**src/sliding_window_maximum_unit_macros.svh**
```systemverilog
// assertion macros for the sliding window maximum unit
// expects a clock named clk and a reset named rst in the including module
`ifndef SLIDING_WINDOW_MAXIMUM_UNIT_MACROS_SVH
`define SLIDING_WINDOW_MAXIMUM_UNIT_MACROS_SVH

// same-cycle implication, checked outside reset
`define SWM_ASSERT_NOW(label, ante, cons) \
  label: assert property (@(posedge clk) disable iff (rst) (ante) |-> (cons)) \
    else $error("sliding window maximum: same-cycle check failed");

// next-cycle implication, checked outside reset
`define SWM_ASSERT_NEXT(label, ante, cons) \
  label: assert property (@(posedge clk) disable iff (rst) (ante) |=> (cons)) \
    else $error("sliding window maximum: next-cycle check failed");

`endif

```
**src/swm_pkg.sv**
```systemverilog
// shared constants, types and helpers for the sliding window maximum unit
// no dependencies
package swm_pkg;

  localparam int WINDOW_MAX  = 64;
  localparam int SAMPLE_BITS = 16;
  localparam int SIZE_BITS   = 7;
  localparam int IDX_BITS    = (WINDOW_MAX > 1) ? $clog2(WINDOW_MAX) : 1;
  localparam int FILL_BITS   = $clog2(WINDOW_MAX + 1);

  // scan token handed from one cell to the next
  typedef struct packed {
    logic                   tok;
    logic [SAMPLE_BITS-1:0] pm;
  } scan_t;

  // index of the oldest cell inside the window, from the size register
  function automatic logic [IDX_BITS-1:0] last_index(input logic [SIZE_BITS-1:0] ws);
    logic [IDX_BITS-1:0] r;
    if (ws == '0) begin
      r = '0;
    end else if (32'(ws) >= WINDOW_MAX) begin
      r = IDX_BITS'(WINDOW_MAX - 1);
    end else begin
      r = IDX_BITS'(ws - SIZE_BITS'(1));
    end
    return r;
  endfunction

endpackage

```
**src/swm_cell.sv**
```systemverilog
// one cell of the window chain: holds one sample and folds it into a passing scan
// depends on swm_pkg
module swm_cell
  import swm_pkg::*;
(
  input  logic                   clk,
  input  logic                   rst,
  input  logic                   shift,
  input  logic [SAMPLE_BITS-1:0] din,
  output logic [SAMPLE_BITS-1:0] dout,
  input  scan_t                  scan_in,
  output scan_t                  scan_out
);

  logic [SAMPLE_BITS-1:0] held;

  always_ff @(posedge clk) begin
    if (shift) begin
      held <= din;
    end
  end

  always_ff @(posedge clk) begin
    if (rst) begin
      scan_out.tok <= 1'b0;
    end else begin
      scan_out.tok <= scan_in.tok;
    end
    scan_out.pm <= (held > scan_in.pm) ? held : scan_in.pm;
  end

  assign dout = held;

endmodule

```
**src/sliding_window_maximum_unit.sv**
```systemverilog
// top level of the sliding window maximum unit: cell chain, fill tracking, result buffer
// depends on swm_pkg, swm_cell and sliding_window_maximum_unit_macros.svh
//
// channel | handshake           | payload
// --------+---------------------+--------------------
// in      | in_valid / in_ready | sample, restart
// out     | out_valid/out_ready | window_max
// cfg     | cfg_we              | cfg_wdata (window_size)
//
// a sample that completes a window starts a scan that walks k cells, one per cycle;
// the result is then loaded into the output register, or parked if the output is stalled
// no new transfer is taken until the scan that a window-completing sample started has ended
// a sample that gives no result leaves in_ready high
// in_ready is low while a scan runs or a result is parked behind a stalled output
// rst clears fill count, scan tokens and handshake state; cell contents need no reset
`include "sliding_window_maximum_unit_macros.svh"

module sliding_window_maximum_unit
  import swm_pkg::*;
(
  input  logic                   clk,
  input  logic                   rst,
  input  logic                   cfg_we,
  input  logic [SIZE_BITS-1:0]   cfg_wdata,
  input  logic                   in_valid,
  output logic                   in_ready,
  input  logic [SAMPLE_BITS-1:0] sample,
  input  logic                   restart,
  output logic                   out_valid,
  input  logic                   out_ready,
  output logic [SAMPLE_BITS-1:0] window_max
);

  logic [SIZE_BITS-1:0]   window_size;
  logic [FILL_BITS-1:0]   fill_count;
  logic [FILL_BITS-1:0]   fill_count_next;
  logic [FILL_BITS-1:0]   fill_base;
  logic [IDX_BITS-1:0]    ksel;
  logic                   busy;
  logic                   start;
  logic                   hold_valid;
  logic [SAMPLE_BITS-1:0] hold_data;
  logic                   in_xfer;
  logic                   emit;
  logic                   fire;
  logic                   out_free;
  logic [SAMPLE_BITS-1:0] fire_data;

  logic [SAMPLE_BITS-1:0] cell_din  [WINDOW_MAX];
  logic [SAMPLE_BITS-1:0] cell_dout [WINDOW_MAX];
  scan_t                  cell_sin  [WINDOW_MAX];
  scan_t                  cell_sout [WINDOW_MAX];
  logic [WINDOW_MAX-1:0]  tok_vec;

  assign ksel     = last_index(window_size);
  assign in_ready = !busy && !hold_valid;
  assign in_xfer  = in_valid && in_ready;
  assign out_free = !out_valid || out_ready;

  // fill count after this sample, saturating at the chain length
  always_comb begin
    fill_base = restart ? '0 : fill_count;
    if (32'(fill_base) < WINDOW_MAX) begin
      fill_count_next = fill_base + FILL_BITS'(1);
    end else begin
      fill_count_next = fill_base;
    end
  end

  assign emit = fill_count_next >= (FILL_BITS'(ksel) + FILL_BITS'(1));

  for (genvar i = 0; i < WINDOW_MAX; i++) begin : g_cell
    if (i == 0) begin : g_head
      assign cell_din[i]    = sample;
      assign cell_sin[i].tok = start;
      assign cell_sin[i].pm  = '0;
    end else begin : g_link
      assign cell_din[i]     = cell_dout[i-1];
      // the scan stops at the oldest cell of the window
      assign cell_sin[i].tok = cell_sout[i-1].tok && (IDX_BITS'(i - 1) != ksel);
      assign cell_sin[i].pm  = cell_sout[i-1].pm;
    end

    swm_cell u_cell (
      .clk      (clk),
      .rst      (rst),
      .shift    (in_xfer),
      .din      (cell_din[i]),
      .dout     (cell_dout[i]),
      .scan_in  (cell_sin[i]),
      .scan_out (cell_sout[i])
    );

    assign tok_vec[i] = cell_sout[i].tok;
  end

  assign fire      = tok_vec[ksel];
  assign fire_data = cell_sout[ksel].pm;

  always_ff @(posedge clk) begin
    if (rst) begin
      window_size <= SIZE_BITS'(1);
      fill_count  <= '0;
      busy        <= 1'b0;
      start       <= 1'b0;
    end else begin
      if (cfg_we) begin
        window_size <= cfg_wdata;
      end
      start <= in_xfer && emit;
      if (in_xfer) begin
        fill_count <= fill_count_next;
      end
      if (in_xfer && emit) begin
        busy <= 1'b1;
      end else if (fire) begin
        busy <= 1'b0;
      end
    end
  end

  // output register with one parking slot behind it
  always_ff @(posedge clk) begin
    if (rst) begin
      out_valid  <= 1'b0;
      hold_valid <= 1'b0;
    end else begin
      priority if (hold_valid && out_free) begin
        out_valid  <= 1'b1;
        hold_valid <= 1'b0;
      end else if (fire && out_free) begin
        out_valid <= 1'b1;
      end else if (fire) begin
        hold_valid <= 1'b1;
      end else if (out_ready) begin
        out_valid <= 1'b0;
      end
    end
  end

  always_ff @(posedge clk) begin
    if (hold_valid && out_free) begin
      window_max <= hold_data;
    end else if (fire && out_free) begin
      window_max <= fire_data;
    end
    if (fire && !out_free) begin
      hold_data <= fire_data;
    end
  end

  `SWM_ASSERT_NOW(a_fire_only_busy, fire, busy)
  `SWM_ASSERT_NOW(a_hold_behind_out, hold_valid, out_valid)
  `SWM_ASSERT_NEXT(a_fire_ends_scan, fire, !busy)
  `SWM_ASSERT_NOW(a_single_token, 1'b1, $onehot0(tok_vec))

endmodule

```
**config.mk**
```make
export PLATFORM = sky130hd
export DESIGN_NAME = sliding_window_maximum_unit
export DESIGN_NICKNAME = d
export VERILOG_FILES = /design/src/swm_pkg.sv /design/src/swm_cell.sv /design/src/sliding_window_maximum_unit.sv
export VERILOG_INCLUDE_DIRS = /design/src /design/src/src
export SDC_FILE = /design/constraint.sdc
export NUM_CORES = 2
export LEC_CHECK = 0
export ABC_CLOCK_PERIOD_IN_PS = 14230
export BUFFER_PORTS_ARGS = -buffer_cell sky130_fd_sc_hd__buf_2
export CELL_PAD_IN_SITES_DETAIL_PLACEMENT = 1
export CELL_PAD_IN_SITES_GLOBAL_PLACEMENT = 2
export CORE_MARGIN = 2
export CORE_UTILIZATION = 40
export CTS_BUF_LIST = sky130_fd_sc_hd__clkbuf_8
export DETAILED_ROUTE_END_ITERATION = 10
export GPL_ROUTABILITY_DRIVEN = 0
export MAX_ROUTING_LAYER = met4
export PLACE_DENSITY = 0.9
export SYNTH_ARGS = -nofsm -noshare
export SYNTH_HDL_FRONTEND = slang
export SYNTH_HIERARCHICAL = 1
export SYNTH_SLANG_ARGS = --single-unit
```
**constraint.sdc**
```tcl
create_clock -name clk -period 14.23 [get_ports clk]
set_input_delay 1.423 -clock clk [delete_from_list [all_inputs] [get_ports clk]]
set_output_delay 1.423 -clock clk [all_outputs]
set_load 0.05 [all_outputs]
```
==> results.md <==
- Number of library cell types mapped by synthesis: 92
- Post-layout min period: 6.68 ns
- Hold Buf Count CTS: 0
- Via density: 6.77
- Period utilization: 0.469
- Final Core Density: 0.434
- Die height: 568 um
- Post-CTS sizing: 0
- CTS Buf Count: 377
- Lkg Pwr: 52.5 nW
- Share of the synthesized area in the top cell type: 0.250
- Flops & latches, synth: 2,162
- Hold WC Path Type: reg -> reg
- Area Growth Syn to Fin: 7.82%
- RSZ-0062 raised after global routing: no
- Synth warn: 6
- DP HPWL: 357,000 um
- First-pass GRT wire length: 734,000 um
- Total Wirelength: 492,000 um
- Outcome: finished with violations
- Port bufs: 46
- Std cell rows: 206
- Gr usage total: 0.302
- Most used DFF post-synth: dfxtp_1
- Max FO, Critical Path: 60
- Failing checks: capacitance limit, slew limit
- Syn avg cell area: 10.2 um2
- CTS tree: yes
- Largest net degree at the start of global routing: 170
- Worst clock skew: 0.0986 ns
- Fill count: 34.9k
- Largest cells by area after synthesis: edfxtp_1 25%, dfxtp_1 17%, ha_1 10%
- Max Cap Viol: 2
- Clock Sink Count: 2,162
- Router iterations before antenna repair: 9
- Area after DPL: 129,000 um2
- GRT Residual Overflow: 0
- Vias in the first global route: 112k
- Setup WS pre-CTS: 7.97 ns
- Synth area leader: edfxtp_1
- Via count: 112k
- Core area: 315,000 um2
- Top Ports: 47
- Clk slew on worst S/H paths: 0.07 ns
- Post-layout nets: 13.1k
- WL per Instance: 29.7 um
- Initial antenna violation count: 31
- Asr flop ratio synth: 0
- Setup CP Type: reg -> reg
- Seq/Total Area, Yosys: 0.424
- Post-route DRC: 0
- Worst setup SP type: register
- Measured slew at the worst slew-check pin: 1.58 ns
- Final ANT Viol Nets: 0
- Root buf cell: clkbuf_8
- Share of cells above drive strength 1: 0.109
- Crit path setup slack, layout: 7.55 ns
- Pwr/cell area: 208 nW/um2
- Die width: 568 um
- Clock Latency Late Sink: 1.19 ns
- Die ar.: 322,000 um2
- Commonest non-fill, non-tap cell in the layout: inv_1
- Min Hold Slack: 0.417 ns
- Post-synthesis cell count: 12.5k
- Finished Cell Area: 137,000 um2
- Initial Util: 0.403
- F_max: 150 MHz
- Slew margin rel.: -0.0587
- Setup TNS: 0 ns
- Post-CTS setup repair buffer count: 0
- Crit end category: register
- Data arrival time of the worst path: 7.53 ns
- Post-synth design cell area: 127,000 um2
- # setup viols final: 0
- VDD IR max: 0.153 mV
- Final Hold Violating Endpoints: 0
- Max Slew Vio Count: 4
- Most frequent cells in the layout: 1,228 x inv_1, 1,104 x dfxtp_1, 1,056 x edfxtp_1
- Maximum clock insertion buffer count: 4
- Initial drt markers: 13.7k
- Number of synthesized flops with an enable pin: 1,056
- H-tree levels: 5
- CP Data Required Time: 15.08 ns
==> state kept, by name (all words and copies together), names as in the netlist <==
register,count
g_cell.u_cell/scan_out,1088
g_cell.u_cell/dout,1024
hold_data,16
window_max,16
fill_count,7
window_size,7
busy,1
hold_valid,1
out_valid,1
start,1
==> area by class of cell <==
class | count | area, um2 | area share
Antenna cell | 33 | 82.6 | 0.000603
Clock buffer | 448 | 6170 | 0.0450
Clock inverter | 260 | 1920 | 0.0140
Inverter | 1111 | 4190 | 0.0306
Multi-Input combinational cell | 8294 | 64800 | 0.473
Sequential cell | 2162 | 53900 | 0.393
Tap cell | 4160 | 5200 | 0.0380
Timing Repair Buffer | 110 | 768 | 0.00561
==> critical path, stage by stage (launching register included) <==
cell	delay, ns
dfxtp_4	0.88
inv_6	0.36
ha_4	0.73
nand2b_4	0.64
buf_4	0.57
buf_4	0.42
o22ai_1	0.21
a21oi_1	0.10
o22a_1	0.23
a2111oi_1	1.35
o32ai_1	0.35
mux2_2	0.38
==> metrics by stage <==
step,power [W],instances
floorplan,0.0181,12500
global placement,0.0212,15800
detailed placement,0.0219,15800
CTS,0.0282,16500
global route,0.0299,16600
finish,0.0286,16600
==> path summary, 6_finish.rpt <==
path                              from                   endpoint  slack [ns]  depth (start not counted)
max                     window_size[0]             window_max[14]        7.55                         11
min          g_cell[10].u_cell/dout[8]  g_cell[11].u_cell/dout[8]        0.42                          0
max reg2reg             window_size[0]             window_max[14]        7.55                         11
min reg2reg  g_cell[10].u_cell/dout[8]  g_cell[11].u_cell/dout[8]        0.42                          0
==> cells by family (layout without fill, tap and decap cells) <==
logic type               count (synthesis)  after routing  synth area share
AND/OR/NAND/NOR                       3446           3446             0.164
flip-flops                            2162           2162             0.424
other                                    1             51         0.0000295
XOR/XNOR                                10             10          0.000689
buffers and inverters                 2032           1929            0.0679
multiplexers                           285            285            0.0270
AO/OA/AOI/OAI                         3497           3497             0.214
adder cells (fa/ha/maj)               1038           1038             0.102
==> metal layers <==
| layer | GRT usage | vias up | wire length (um) | share of wire |
|---|---|---|---|---|
| li1 | - | 48700 | - | - |
| met1 | 0.361 | 55800 | 189000 | 0.39 |
| met2 | 0.460 | 6057 | 222000 | 0.45 |
| met3 | 0.0703 | 1598 | 46400 | 0.094 |
| met4 | 0.184 | 0 | 34600 | 0.070 |
| met5 | - | - | 0 | 0 |
==> Yosys cell counts, drive strengths merged, types with 108 or more instances <==
| library cell | count |
|---|---|
| o21a | 108 |
| nand2 | 620 |
| nor4 | 917 |
| o21ai | 259 |
| ha | 1038 |
| o211ai | 830 |
| o311ai | 882 |
| a21oi | 480 |
| o22ai | 246 |
| dfxtp | 1106 |
| nor2 | 242 |
| clkbuf | 623 |
| inv | 1108 |
| buf | 298 |
| nand4 | 186 |
| nand3 | 1015 |
| edfxtp | 1056 |
| o22a | 115 |
| mux2 | 191 |
==> where the power goes <==
part | internal (W) | switching [W]
combinational | 0.00446 | 0.00720
clock | 0.00336 | 0.00288
sequential | 0.00820 | 0.00245
total | 0.0160 | 0.0125
Note: power is estimated with default switching activity, not from simulation.
